==> src/hdl/ntcdti_pkg.sv <==
`timescale 1ns / 1ps

package ntcdti_pkg;

	localparam int unsigned SAMPLE_W  = 16;
	localparam int unsigned SHIFT_W   = 4;
	localparam int unsigned BITS_W    = 5;
	localparam int unsigned CFG_IDX_W = 3;
	localparam int unsigned TEMP_W    = 17;
	// signed resistance: quotient below 2^33 minus series resistance
	localparam int unsigned R_W       = 35;
	// divider: numerator up to 5 * 2^33, denominator a sample or a table span
	localparam int unsigned NUM_W     = 36;
	localparam int unsigned DEN_W     = 20;
	localparam int unsigned OHMS_W    = 21;

	localparam int unsigned TABLE_ENTRIES = 34;
	localparam int unsigned IDX_W         = $clog2(TABLE_ENTRIES);

	// thermistor resistance in ohms, -40 C upward in 5 C steps
	localparam logic [OHMS_W-1:0] NTC_OHMS [TABLE_ENTRIES] = '{
		21'd1227262, 21'd874449, 21'd630851, 21'd460456, 21'd339797, 21'd253362,
		21'd190766, 21'd144963, 21'd111086, 21'd85841, 21'd66861, 21'd52470,
		21'd41470, 21'd33000, 21'd26430, 21'd21298, 21'd17265, 21'd14076,
		21'd11537, 21'd9505, 21'd7870, 21'd6549, 21'd5475, 21'd4595,
		21'd3874, 21'd3281, 21'd2788, 21'd2378, 21'd2037, 21'd1751,
		21'd1509, 21'd1305, 21'd1134, 21'd987
	};

	localparam logic signed [TEMP_W-1:0] TEMP_FIRST = -17'sd40;
	localparam logic [TEMP_W-1:0]        TEMP_STEP  = 17'd5;
	localparam logic signed [TEMP_W-1:0] TEMP_MIN   = -17'sd65536;
	// largest extrapolation quotient that does not take the result below TEMP_MIN
	localparam logic [NUM_W-1:0]         EXTRAP_LIMIT = 36'd65496;

	typedef enum logic [CFG_IDX_W-1:0] {
		CFG_SAMPLE_SHIFT   = 3'd0,
		CFG_SAMPLE_BITS    = 3'd1,
		CFG_USE_FIXED_REF  = 3'd2,
		CFG_FIXED_REF      = 3'd3,
		CFG_SERIES_RES     = 3'd4
	} cfg_index_t;

	typedef struct packed {
		logic [SHIFT_W-1:0]  sample_shift;
		logic [BITS_W-1:0]   sample_bits;
		logic                use_fixed_reference;
		logic [SAMPLE_W-1:0] fixed_reference_value;
		logic [SAMPLE_W-1:0] series_resistance;
	} cfg_t;

	localparam cfg_t CFG_RESET = '{
		sample_shift:          4'd0,
		sample_bits:           5'd12,
		use_fixed_reference:   1'b0,
		fixed_reference_value: 16'd4096,
		series_resistance:     16'd2400
	};

	function automatic logic [SAMPLE_W-1:0] extract_sample(
		input logic [SAMPLE_W-1:0] word,
		input logic [SHIFT_W-1:0]  shift,
		input logic [BITS_W-1:0]   bits
	);
		logic [SAMPLE_W-1:0] mask;
		if (bits >= BITS_W'(SAMPLE_W))
			mask = '1;
		else
			mask = SAMPLE_W'((17'd1 << bits) - 17'd1);
		return (word >> shift) & mask;
	endfunction

endpackage

==> src/hdl/ntc_divider_table_interpolate.sv <==
`timescale 1ns / 1ps

// NTC thermistor divider to temperature.
// Input: pulse start with mode, sensor_word and reference_word valid; the item
// is taken at a clock edge where start is high and busy is low. In mode 0, busy
// stays high until the result is out.
// Output: done is high for exactly one cycle with temperature_value (signed C,
// or the extracted sensor sample in mode 1) and out_of_table. The receiver
// cannot stall; the value must be captured on that cycle.
// Config: cfg_valid/cfg_ready write channel, cfg_index selects the register,
// cfg_data carries the value. cfg_ready is always high; write only while idle.
// Sequence: mode 1 gives done in the cycle after the transfer. Mode 0 runs a
// multiply, a 36-step shared divider pass for the resistance, a table scan of
// one entry per cycle and, unless the resistance is at or below the last
// entry, a second 36-step divider pass for the interpolation.
// busy drops as done rises, so the next transfer can take the edge ending done.
// Reset: asynchronous, active low; returns to idle and loads register defaults.
module ntc_divider_table_interpolate (
	input  logic                                     clk,
	input  logic                                     arst_n,
	input  logic                                     start,
	output logic                                     busy,
	input  logic                                     mode,
	input  logic [ntcdti_pkg::SAMPLE_W-1:0]          sensor_word,
	input  logic [ntcdti_pkg::SAMPLE_W-1:0]          reference_word,
	output logic                                     done,
	output logic signed [ntcdti_pkg::TEMP_W-1:0]     temperature_value,
	output logic                                     out_of_table,
	input  logic                                     cfg_valid,
	output logic                                     cfg_ready,
	input  logic [ntcdti_pkg::CFG_IDX_W-1:0]         cfg_index,
	input  logic [ntcdti_pkg::SAMPLE_W-1:0]          cfg_data
);

	localparam int unsigned SAMPLE_W = ntcdti_pkg::SAMPLE_W;
	localparam int unsigned NUM_W    = ntcdti_pkg::NUM_W;
	localparam int unsigned DEN_W    = ntcdti_pkg::DEN_W;
	localparam int unsigned R_W      = ntcdti_pkg::R_W;
	localparam int unsigned TEMP_W   = ntcdti_pkg::TEMP_W;
	localparam int unsigned IDX_W    = ntcdti_pkg::IDX_W;
	localparam int unsigned OHMS_W   = ntcdti_pkg::OHMS_W;
	localparam logic [IDX_W-1:0] LAST_IDX = IDX_W'(ntcdti_pkg::TABLE_ENTRIES - 1);

	typedef enum logic [2:0] {
		ST_IDLE,
		ST_MUL,
		ST_DIV1,
		ST_SCAN,
		ST_PREP,
		ST_DIV2,
		ST_FIN
	} state_t;

	state_t state_q;

	ntcdti_pkg::cfg_t cfg;

	logic                     div_start_q;
	logic                     div_done;
	logic [NUM_W-1:0]         div_quot;

	logic                     done_q;
	logic signed [TEMP_W-1:0] temp_q;
	logic                     flag_q;

	logic [SAMPLE_W-1:0]      sense_q;
	logic [SAMPLE_W-1:0]      ref_q;
	logic [NUM_W-1:0]         num_q;
	logic [DEN_W-1:0]         den_q;
	logic signed [R_W-1:0]    r_q;
	logic [IDX_W-1:0]         idx_q;
	logic                     extrap_q;
	logic [NUM_W-1:0]         quot_q;

	logic [SAMPLE_W-1:0]      sense_raw;
	logic [SAMPLE_W-1:0]      ref_raw;
	logic                     accept;
	logic [IDX_W-1:0]         idx_nxt;
	logic [OHMS_W-1:0]        ohms_cur;
	logic [OHMS_W-1:0]        ohms_next;
	logic                     hit;
	logic signed [R_W-1:0]    diff;
	logic [NUM_W-1:0]         num_interp;
	logic [OHMS_W-1:0]        span;
	logic signed [TEMP_W-1:0] temp_base;
	logic signed [TEMP_W-1:0] temp_fin;

	ntcdti_cfg u_cfg (
		.clk       (clk),
		.arst_n    (arst_n),
		.cfg_valid (cfg_valid),
		.cfg_ready (cfg_ready),
		.cfg_index (cfg_index),
		.cfg_data  (cfg_data),
		.cfg       (cfg)
	);

	ntcdti_div u_div (
		.clk      (clk),
		.arst_n   (arst_n),
		.start    (div_start_q),
		.dividend (num_q),
		.divisor  (den_q),
		.done     (div_done),
		.quotient (div_quot)
	);

	assign accept    = start && !busy;
	assign sense_raw = ntcdti_pkg::extract_sample(sensor_word, cfg.sample_shift,
		cfg.sample_bits);
	assign ref_raw   = cfg.use_fixed_reference ? cfg.fixed_reference_value :
		ntcdti_pkg::extract_sample(reference_word, cfg.sample_shift, cfg.sample_bits);

	assign idx_nxt   = (idx_q == LAST_IDX) ? idx_q : idx_q + IDX_W'(1);
	assign ohms_cur  = ntcdti_pkg::NTC_OHMS[idx_q];
	assign ohms_next = ntcdti_pkg::NTC_OHMS[idx_nxt];
	assign hit       = $signed(R_W'(ohms_cur)) >= r_q;

	// above the first entry the first segment is extended; magnitude is
	// divided and the sign applied afterwards (truncation toward zero)
	always_comb begin
		if (extrap_q) begin
			diff = r_q - $signed(R_W'(ntcdti_pkg::NTC_OHMS[0]));
			span = ntcdti_pkg::NTC_OHMS[0] - ntcdti_pkg::NTC_OHMS[1];
		end else begin
			diff = $signed(R_W'(ohms_cur)) - r_q;
			span = ohms_cur - ohms_next;
		end
	end

	assign num_interp = (NUM_W'(unsigned'(diff)) << 2) + NUM_W'(unsigned'(diff));
	assign temp_base  = ntcdti_pkg::TEMP_FIRST
		+ signed'(TEMP_W'(idx_q) * ntcdti_pkg::TEMP_STEP);

	always_comb begin
		if (!extrap_q)
			temp_fin = temp_base + signed'(TEMP_W'(quot_q));
		else if (quot_q > ntcdti_pkg::EXTRAP_LIMIT)
			temp_fin = ntcdti_pkg::TEMP_MIN;
		else
			temp_fin = ntcdti_pkg::TEMP_FIRST - signed'(TEMP_W'(quot_q));
	end

	assign busy              = state_q != ST_IDLE;
	assign done              = done_q;
	assign temperature_value = temp_q;
	assign out_of_table      = flag_q;

	always_ff @(posedge clk or negedge arst_n) begin
		if (!arst_n) begin
			state_q     <= ST_IDLE;
			div_start_q <= 1'b0;
			done_q      <= 1'b0;
			temp_q      <= '0;
			flag_q      <= 1'b0;
		end else begin
			done_q      <= 1'b0;
			div_start_q <= 1'b0;
			unique case (state_q)
				ST_IDLE: begin
					if (accept) begin
						if (mode) begin
							temp_q  <= signed'(TEMP_W'(sense_raw));
							flag_q  <= 1'b0;
							done_q  <= 1'b1;
						end else begin
							state_q <= ST_MUL;
						end
					end
				end
				ST_MUL: begin
					div_start_q <= 1'b1;
					state_q     <= ST_DIV1;
				end
				ST_DIV1: begin
					if (div_done)
						state_q <= ST_SCAN;
				end
				ST_SCAN: begin
					if (hit && idx_q == LAST_IDX) begin
						// at or below the last entry
						temp_q  <= temp_base;
						flag_q  <= 1'b0;
						done_q  <= 1'b1;
						state_q <= ST_IDLE;
					end else if (hit || idx_q == '0) begin
						state_q <= ST_PREP;
					end
				end
				ST_PREP: begin
					div_start_q <= 1'b1;
					state_q     <= ST_DIV2;
				end
				ST_DIV2: begin
					if (div_done)
						state_q <= ST_FIN;
				end
				ST_FIN: begin
					temp_q  <= temp_fin;
					flag_q  <= extrap_q;
					done_q  <= 1'b1;
					state_q <= ST_IDLE;
				end
				default: begin
					state_q <= ST_IDLE;
				end
			endcase
		end
	end

	always_ff @(posedge clk) begin
		case (state_q)
			ST_IDLE: begin
				sense_q  <= (sense_raw == '0) ? SAMPLE_W'(1) : sense_raw;
				ref_q    <= ref_raw;
				extrap_q <= 1'b0;
			end
			ST_MUL: begin
				num_q <= NUM_W'(cfg.series_resistance * ref_q) << 1;
				den_q <= DEN_W'(sense_q);
			end
			ST_DIV1: begin
				r_q   <= $signed(R_W'(div_quot)) - $signed(R_W'(cfg.series_resistance));
				idx_q <= LAST_IDX;
			end
			ST_SCAN: begin
				if (!hit && idx_q == '0)
					extrap_q <= 1'b1;
				else if (!hit)
					idx_q <= idx_q - IDX_W'(1);
			end
			ST_PREP: begin
				num_q <= num_interp;
				den_q <= DEN_W'(span);
			end
			ST_DIV2: begin
				quot_q <= div_quot;
			end
			default: begin
			end
		endcase
	end

`ifndef SYNTHESIS
	a_mode1_next: assert property (@(posedge clk) disable iff (!arst_n)
		(accept && mode) |=> done_q && !busy)
		else $error("direct sample not returned on next cycle");

	a_mode0_busy: assert property (@(posedge clk) disable iff (!arst_n)
		(accept && !mode) |=> busy && !done_q)
		else $error("conversion did not start");

	a_done_idle: assert property (@(posedge clk) disable iff (!arst_n)
		done_q |-> !busy)
		else $error("result strobe while still busy");

	a_flag_cold: assert property (@(posedge clk) disable iff (!arst_n)
		(done_q && flag_q) |-> temp_q[TEMP_W-1])
		else $error("extrapolated value not below first entry");
`endif

endmodule

==> src/hdl/ntcdti_cfg.sv <==
`timescale 1ns / 1ps

module ntcdti_cfg (
	input  logic                                  clk,
	input  logic                                  arst_n,
	input  logic                                  cfg_valid,
	output logic                                  cfg_ready,
	input  logic [ntcdti_pkg::CFG_IDX_W-1:0]      cfg_index,
	input  logic [ntcdti_pkg::SAMPLE_W-1:0]       cfg_data,
	output ntcdti_pkg::cfg_t                      cfg
);

	ntcdti_pkg::cfg_t cfg_q;

	assign cfg_ready = 1'b1;
	assign cfg       = cfg_q;

	always_ff @(posedge clk or negedge arst_n) begin
		if (!arst_n) begin
			cfg_q <= ntcdti_pkg::CFG_RESET;
		end else if (cfg_valid && cfg_ready) begin
			unique case (cfg_index)
				ntcdti_pkg::CFG_SAMPLE_SHIFT:
					cfg_q.sample_shift <= cfg_data[ntcdti_pkg::SHIFT_W-1:0];
				ntcdti_pkg::CFG_SAMPLE_BITS:
					cfg_q.sample_bits <= cfg_data[ntcdti_pkg::BITS_W-1:0];
				ntcdti_pkg::CFG_USE_FIXED_REF:
					cfg_q.use_fixed_reference <= cfg_data[0];
				ntcdti_pkg::CFG_FIXED_REF:
					cfg_q.fixed_reference_value <= cfg_data;
				ntcdti_pkg::CFG_SERIES_RES:
					cfg_q.series_resistance <= cfg_data;
				default: begin
				end
			endcase
		end
	end

`ifndef SYNTHESIS
	a_shift_write: assert property (@(posedge clk) disable iff (!arst_n)
		(cfg_valid && cfg_index == ntcdti_pkg::CFG_SAMPLE_SHIFT)
		|=> cfg_q.sample_shift == $past(cfg_data[ntcdti_pkg::SHIFT_W-1:0]))
		else $error("sample shift write lost");

	a_series_write: assert property (@(posedge clk) disable iff (!arst_n)
		(cfg_valid && cfg_index == ntcdti_pkg::CFG_SERIES_RES)
		|=> cfg_q.series_resistance == $past(cfg_data))
		else $error("series resistance write lost");

	a_hold: assert property (@(posedge clk) disable iff (!arst_n)
		!cfg_valid |=> $stable(cfg_q))
		else $error("config changed without a transfer");
`endif

endmodule

==> src/hdl/ntcdti_div.sv <==
`timescale 1ns / 1ps

module ntcdti_div (
	input  logic                              clk,
	input  logic                              arst_n,
	input  logic                              start,
	input  logic [ntcdti_pkg::NUM_W-1:0]      dividend,
	input  logic [ntcdti_pkg::DEN_W-1:0]      divisor,
	output logic                              done,
	output logic [ntcdti_pkg::NUM_W-1:0]      quotient
);

	localparam int unsigned NUM_W = ntcdti_pkg::NUM_W;
	localparam int unsigned DEN_W = ntcdti_pkg::DEN_W;
	localparam int unsigned CNT_W = $clog2(NUM_W + 1);

	logic             busy_q;
	logic             done_q;
	logic [CNT_W-1:0] cnt_q;
	logic [NUM_W-1:0] quo_q;
	logic [DEN_W-1:0] rem_q;
	logic [DEN_W-1:0] den_q;

	logic [DEN_W:0]   trial;
	logic             fits;
	logic [DEN_W-1:0] rem_next;

	// restoring division, one quotient bit per cycle
	assign trial    = {rem_q, quo_q[NUM_W-1]};
	assign fits     = trial >= {1'b0, den_q};
	assign rem_next = fits ? DEN_W'(trial - {1'b0, den_q}) : trial[DEN_W-1:0];

	assign done     = done_q;
	assign quotient = quo_q;

	always_ff @(posedge clk or negedge arst_n) begin
		if (!arst_n) begin
			busy_q <= 1'b0;
			done_q <= 1'b0;
			cnt_q  <= '0;
		end else begin
			done_q <= 1'b0;
			if (start) begin
				busy_q <= 1'b1;
				cnt_q  <= CNT_W'(NUM_W);
			end else if (busy_q) begin
				cnt_q <= cnt_q - CNT_W'(1);
				if (cnt_q == CNT_W'(1)) begin
					busy_q <= 1'b0;
					done_q <= 1'b1;
				end
			end
		end
	end

	always_ff @(posedge clk) begin
		if (start) begin
			quo_q <= dividend;
			rem_q <= '0;
			den_q <= divisor;
		end else if (busy_q) begin
			rem_q <= rem_next;
			quo_q <= {quo_q[NUM_W-2:0], fits};
		end
	end

`ifndef SYNTHESIS
	a_no_restart: assert property (@(posedge clk) disable iff (!arst_n)
		start |-> !busy_q)
		else $error("divider started while busy");

	a_not_instant: assert property (@(posedge clk) disable iff (!arst_n)
		start |=> !done_q && busy_q)
		else $error("divider finished too early");

	a_done_idle: assert property (@(posedge clk) disable iff (!arst_n)
		done_q |-> !busy_q)
		else $error("divider done while still iterating");
`endif

endmodule
==> config.mk <==
export PLATFORM = sky130hd
export DESIGN_NAME = ntc_divider_table_interpolate
export DESIGN_NICKNAME = d
export VERILOG_FILES = /design/src/hdl/ntcdti_pkg.sv /design/src/hdl/ntc_divider_table_interpolate.sv /design/src/hdl/ntcdti_cfg.sv /design/src/hdl/ntcdti_div.sv
export SDC_FILE = /design/constraint.sdc
export NUM_CORES = 2
export LEC_CHECK = 0
export CAP_MARGIN = 40
export CORE_MARGIN = 2
export CORE_UTILIZATION = 50
export CTS_CLUSTER_DIAMETER = 30
export DETAILED_ROUTE_END_ITERATION = 8
export DONT_BUFFER_PORTS = 1
export PLACE_DENSITY = 0.69
export RECOVER_POWER = 50
export SLEW_MARGIN = 20
export SYNTH_ARGS = -nofsm -noshare
export SYNTH_HDL_FRONTEND = slang
export SYNTH_SLANG_ARGS = --single-unit
==> constraint.sdc <==
create_clock -name clk -period 9.3 [get_ports clk]
set_input_delay 1.395 -clock clk [delete_from_list [all_inputs] [get_ports clk]]
set_output_delay 1.395 -clock clk [all_outputs]
set_load 0.02 [all_outputs]
==> impl_metrics.py <==
metrics = {
    "logic_synthesis": {
        "synthAdderAreaFrac": 0.2320,
        "ys_warn_count": 0,
        "synth-simple-area-share": 0.1700,
        "ys_seq_area_frac": 0.2809,
        "synth_xor_area_frac": 0.05219,
        "ys.flop_type": "edfxtp_1",
        "synth.mux.area_fraction": 0.03668,
        "synth_nets": 4086,
        "synth_area_mm2": 0.03169,
        "synth.distinct_cells": 87,
        "synth_edf_count": 222,
        "synth_compound_gate_area_share": 0.1641,
        "synth-seq-cells": 315,
        "synth_top_family_by_area": "adder cells",
        "async_flop_share": 0.2317,
        "postSynthCellCount": 3563,
        "syn-mean-instance-area_um2": 8.895,
    },
    "floorplanning": {
        "rows": 92,
        "core-area_mm2": 0.06285,
        "die_h_um": 255.8,
        "initial_core_util": 0.5043,
        "die_w_um": 255.8,
        "pin_count": 77,
        "dieArea_mm2": 0.06542,
    },
    "clock_tree": {
        "htree_levels": 3,
        "cts_num_sinks": 315,
        "postCtsSetupBuffers": 0,
        "clkLatencyLatePin_ps": 610,
        "numCtsBuffers": 69,
        "cts_tree": "done",
        "cts_hold_buffers": 0,
        "clock-root-buffer": "clkbuf_16",
        "clockBufferDepth": 3,
        "path_clk_slew_ps": 60,
        "cts_resized": 0,
    },
    "placement": {
        "hpwl_um": 70020,
        "port_buffers": 0,
        "preCtsSetupSlack_ps": 1560,
        "place.gp.congestion": 1.006,
        "placed_area_mm2": 0.03260,
    },
    "detailed_routing": {
        "wire_per_inst_um": 20.81,
        "drc": 0,
        "drt_iter0_drc": 2393,
        "vias_per_cell": 5.923,
        "routed_wl_um": 92270,
        "vias": 26260,
        "detailedRoute.firstPassIterationCount": 7,
        "final_antenna_net_count": 0,
    },
    "timing": {
        "tightest_slew_ps": 3384,
        "fin_worst_skew_ps": 27.71,
        "tns_ps": 0,
        "hold_viol": 0,
        "min_period_ps": 7964,
        "finalWorstSetupSlack_ps": 1336,
        "max_clock_freq_mhz": 125.6,
        "relSlewSlack": -1.256,
        "slew_violations": 259,
        "period_share": 0.8563,
        "rsz0062_at_grt": "false",
        "setup_viol_count_final": 0,
    },
    "global_routing": {
        "grt-ovfl-total": 0,
        "grt_pass1_wl_um": 145300,
        "grt_use_total": 0.2810,
        "antenna_found_initial": 1,
        "grt_pass1_vias": 25640,
        "grt_start_max_net_pins": 74,
    },
    "worst_setup_path": {
        "cp-startpoint": "idx_q[1]",
        "worstRegToRegCells": 30,
        "arrival_ps": 8300,
        "r2r_slack_ps": 1340,
        "cp.buffers_inverters": 2,
        "crit_path_start_kind": "flop",
        "slowest_stage": "edfxtp_1",
        "path_depth": 30,
        "end_kind": "flop",
        "crit_path_end": "num_q[34]",
        "max_stage_delay_ps": 800,
        "path_class": "flop to flop",
        "r2r-end": "num_q[34]",
        "crit_top_cell": "o21ai_0",
        "r2r-start": "idx_q[1]",
        "crit_fanout": 17,
        "cp_top_family": "compound AO/OA/AOI/OAI gates",
        "crit_required_ps": 9640,
    },
    "layout": {
        "antenna_cells": 0,
        "areaGrowthSynthToFinish_pct": 10.67,
        "fin_nets": 4054,
        "layout-drive-gt1-share": 0.07664,
        "stdcell_area_mm2": 0.03507,
    },
    "outcome": {
        "status": "complete, but fails checks",
        "failed_checks": "capacitance limit, slew limit",
    },
    "job": {
        "maxCapViolCount": 6,
    },
    "worst_hold_path": {
        "hp-class": "flop to flop",
    },
}
[sequential cells by signal (all words and copies together), names as in the netlist, 3 cells and up]
| name | flops |
|---|---|
| u_div.quotient | 36 |
| u_div.cnt_q | 6 |
| state_q | 3 |
| den_q | 20 |
| u_div.den_q | 20 |
| idx_q | 6 |
| u_cfg.cfg | 42 |
| num_q | 36 |
| quot_q | 36 |
| temperature_value | 17 |
| u_div.rem_q | 20 |
| sense_q | 16 |
| ref_q | 16 |
| r_q | 35 |
[Yosys cell counts, types with 26 or more instances]
master,n,area share
nand2_1,438,0.052
inv_1,380,0.045
ha_1,266,0.11
nor2_1,241,0.029
o21ai_0,229,0.036
edfxtp_1,222,0.21
fa_1,201,0.13
a21oi_1,189,0.030
clkbuf_1,142,0.017
and2_1,135,0.027
xnor2_1,108,0.030
xor2_1,79,0.022
mux2_2,67,0.024
dfrtp_1,66,0.052
nor3_1,62,0.0098
nand3_1,57,0.0090
a21o_1,56,0.013
nand2b_1,35,0.0069
mux2i_1,34,0.011
a31oi_1,32,0.0063
nor2b_1,30,0.0059
or3_1,29,0.0057
a311oi_1,27,0.0075
o21a_1,27,0.0064
and3_1,26,0.0051
[worst min path at each step]
stage              start              end  slack, ps  cells past startpoint
3_5_place_dp   den_q[15]  u_div.den_q[15]        400                      0
3_3_place_gp    den_q[7]   u_div.den_q[7]        400                      0
4_1_cts        den_q[15]  u_div.den_q[15]        420                      0
6_report        den_q[6]   u_div.den_q[6]        420                      0
2_1_floorplan   den_q[0]   u_div.den_q[0]        400                      0
5_1_grt         den_q[4]   u_div.den_q[4]        420                      0
[stage by stage]
stage                     hold WS (ps)  cells    util
after floorplan                  400.3   3563       -
after global placement           401.9   4288  0.5165
after detailed placement         404.5   4298  0.5187
after CTS                        416.9   4426  0.5579
after global routing             421.1   4434  0.5581
final                            417.0   4434  0.5581
[worst reg2reg max path: cells and delay by family (launching register included)]
family / cells / cell delay (ps)
simple gates: 8 / 1960
fa+ha+maj: 3 / 980
flops: 1 / 800
compound gates: 16 / 3410
mux: 1 / 90
buf+inv: 2 / 480
[cell families (layout without fill, tap and decap cells)]
group | count (synthesis) | count (layout)
simple gates | 1145 | 1145
compound gates | 805 | 805
buf+inv | 538 | 563
fa+ha+maj | 467 | 467
flops | 315 | 315
xor+xnor | 188 | 188
mux | 104 | 104
other cells | 1 | 1
[metal layers]
metal	up-vias	track usage	wire, um
li1	12360	-	-
met1	12720	0.3883	41270
met2	1009	0.4417	41080
met3	164	0.06170	7196
met4	2	0.08593	2711
met5	-	0	13
[cell usage in the layout (no fill, tap or decap), types with 27 or more instances in the layout]
cell type / netlist / layout
buf_4: 2 / 32
edfxtp_1: 222 / 222
nand3_1: 57 / 57
ha_1: 266 / 266
o21ai_0: 229 / 229
or3_1: 29 / 29
a31oi_1: 32 / 32
a21oi_1: 189 / 189
a311oi_1: 27 / 27
nand2_1: 438 / 438
mux2i_1: 34 / 34
nor2_1: 241 / 239
xor2_1: 79 / 79
o21a_1: 27 / 27
fa_1: 201 / 201
nor2b_1: 30 / 30
nor3_1: 62 / 61
nand2b_1: 35 / 35
dfrtp_1: 66 / 65
xnor2_1: 108 / 108
mux2_2: 67 / 67
inv_1: 380 / 380
and2_1: 135 / 134
a21o_1: 56 / 56
clkbuf_16: 0 / 71
[final cells by class]
class | count | area [um^2]
Multi-Input combinational cell | 2710 | 20790
Clock buffer | 84 | 1876
Inverter | 381 | 1430
Clock inverter | 44 | 586.8
Fill cell | 5725 | 27780
Sequential cell | 315 | 8904
Timing Repair Buffer | 54 | 427.9
Tap cell | 846 | 1059
Power is not shown: default switching activity piles up to over one toggle a cycle in this logic, so the estimate is an artifact.
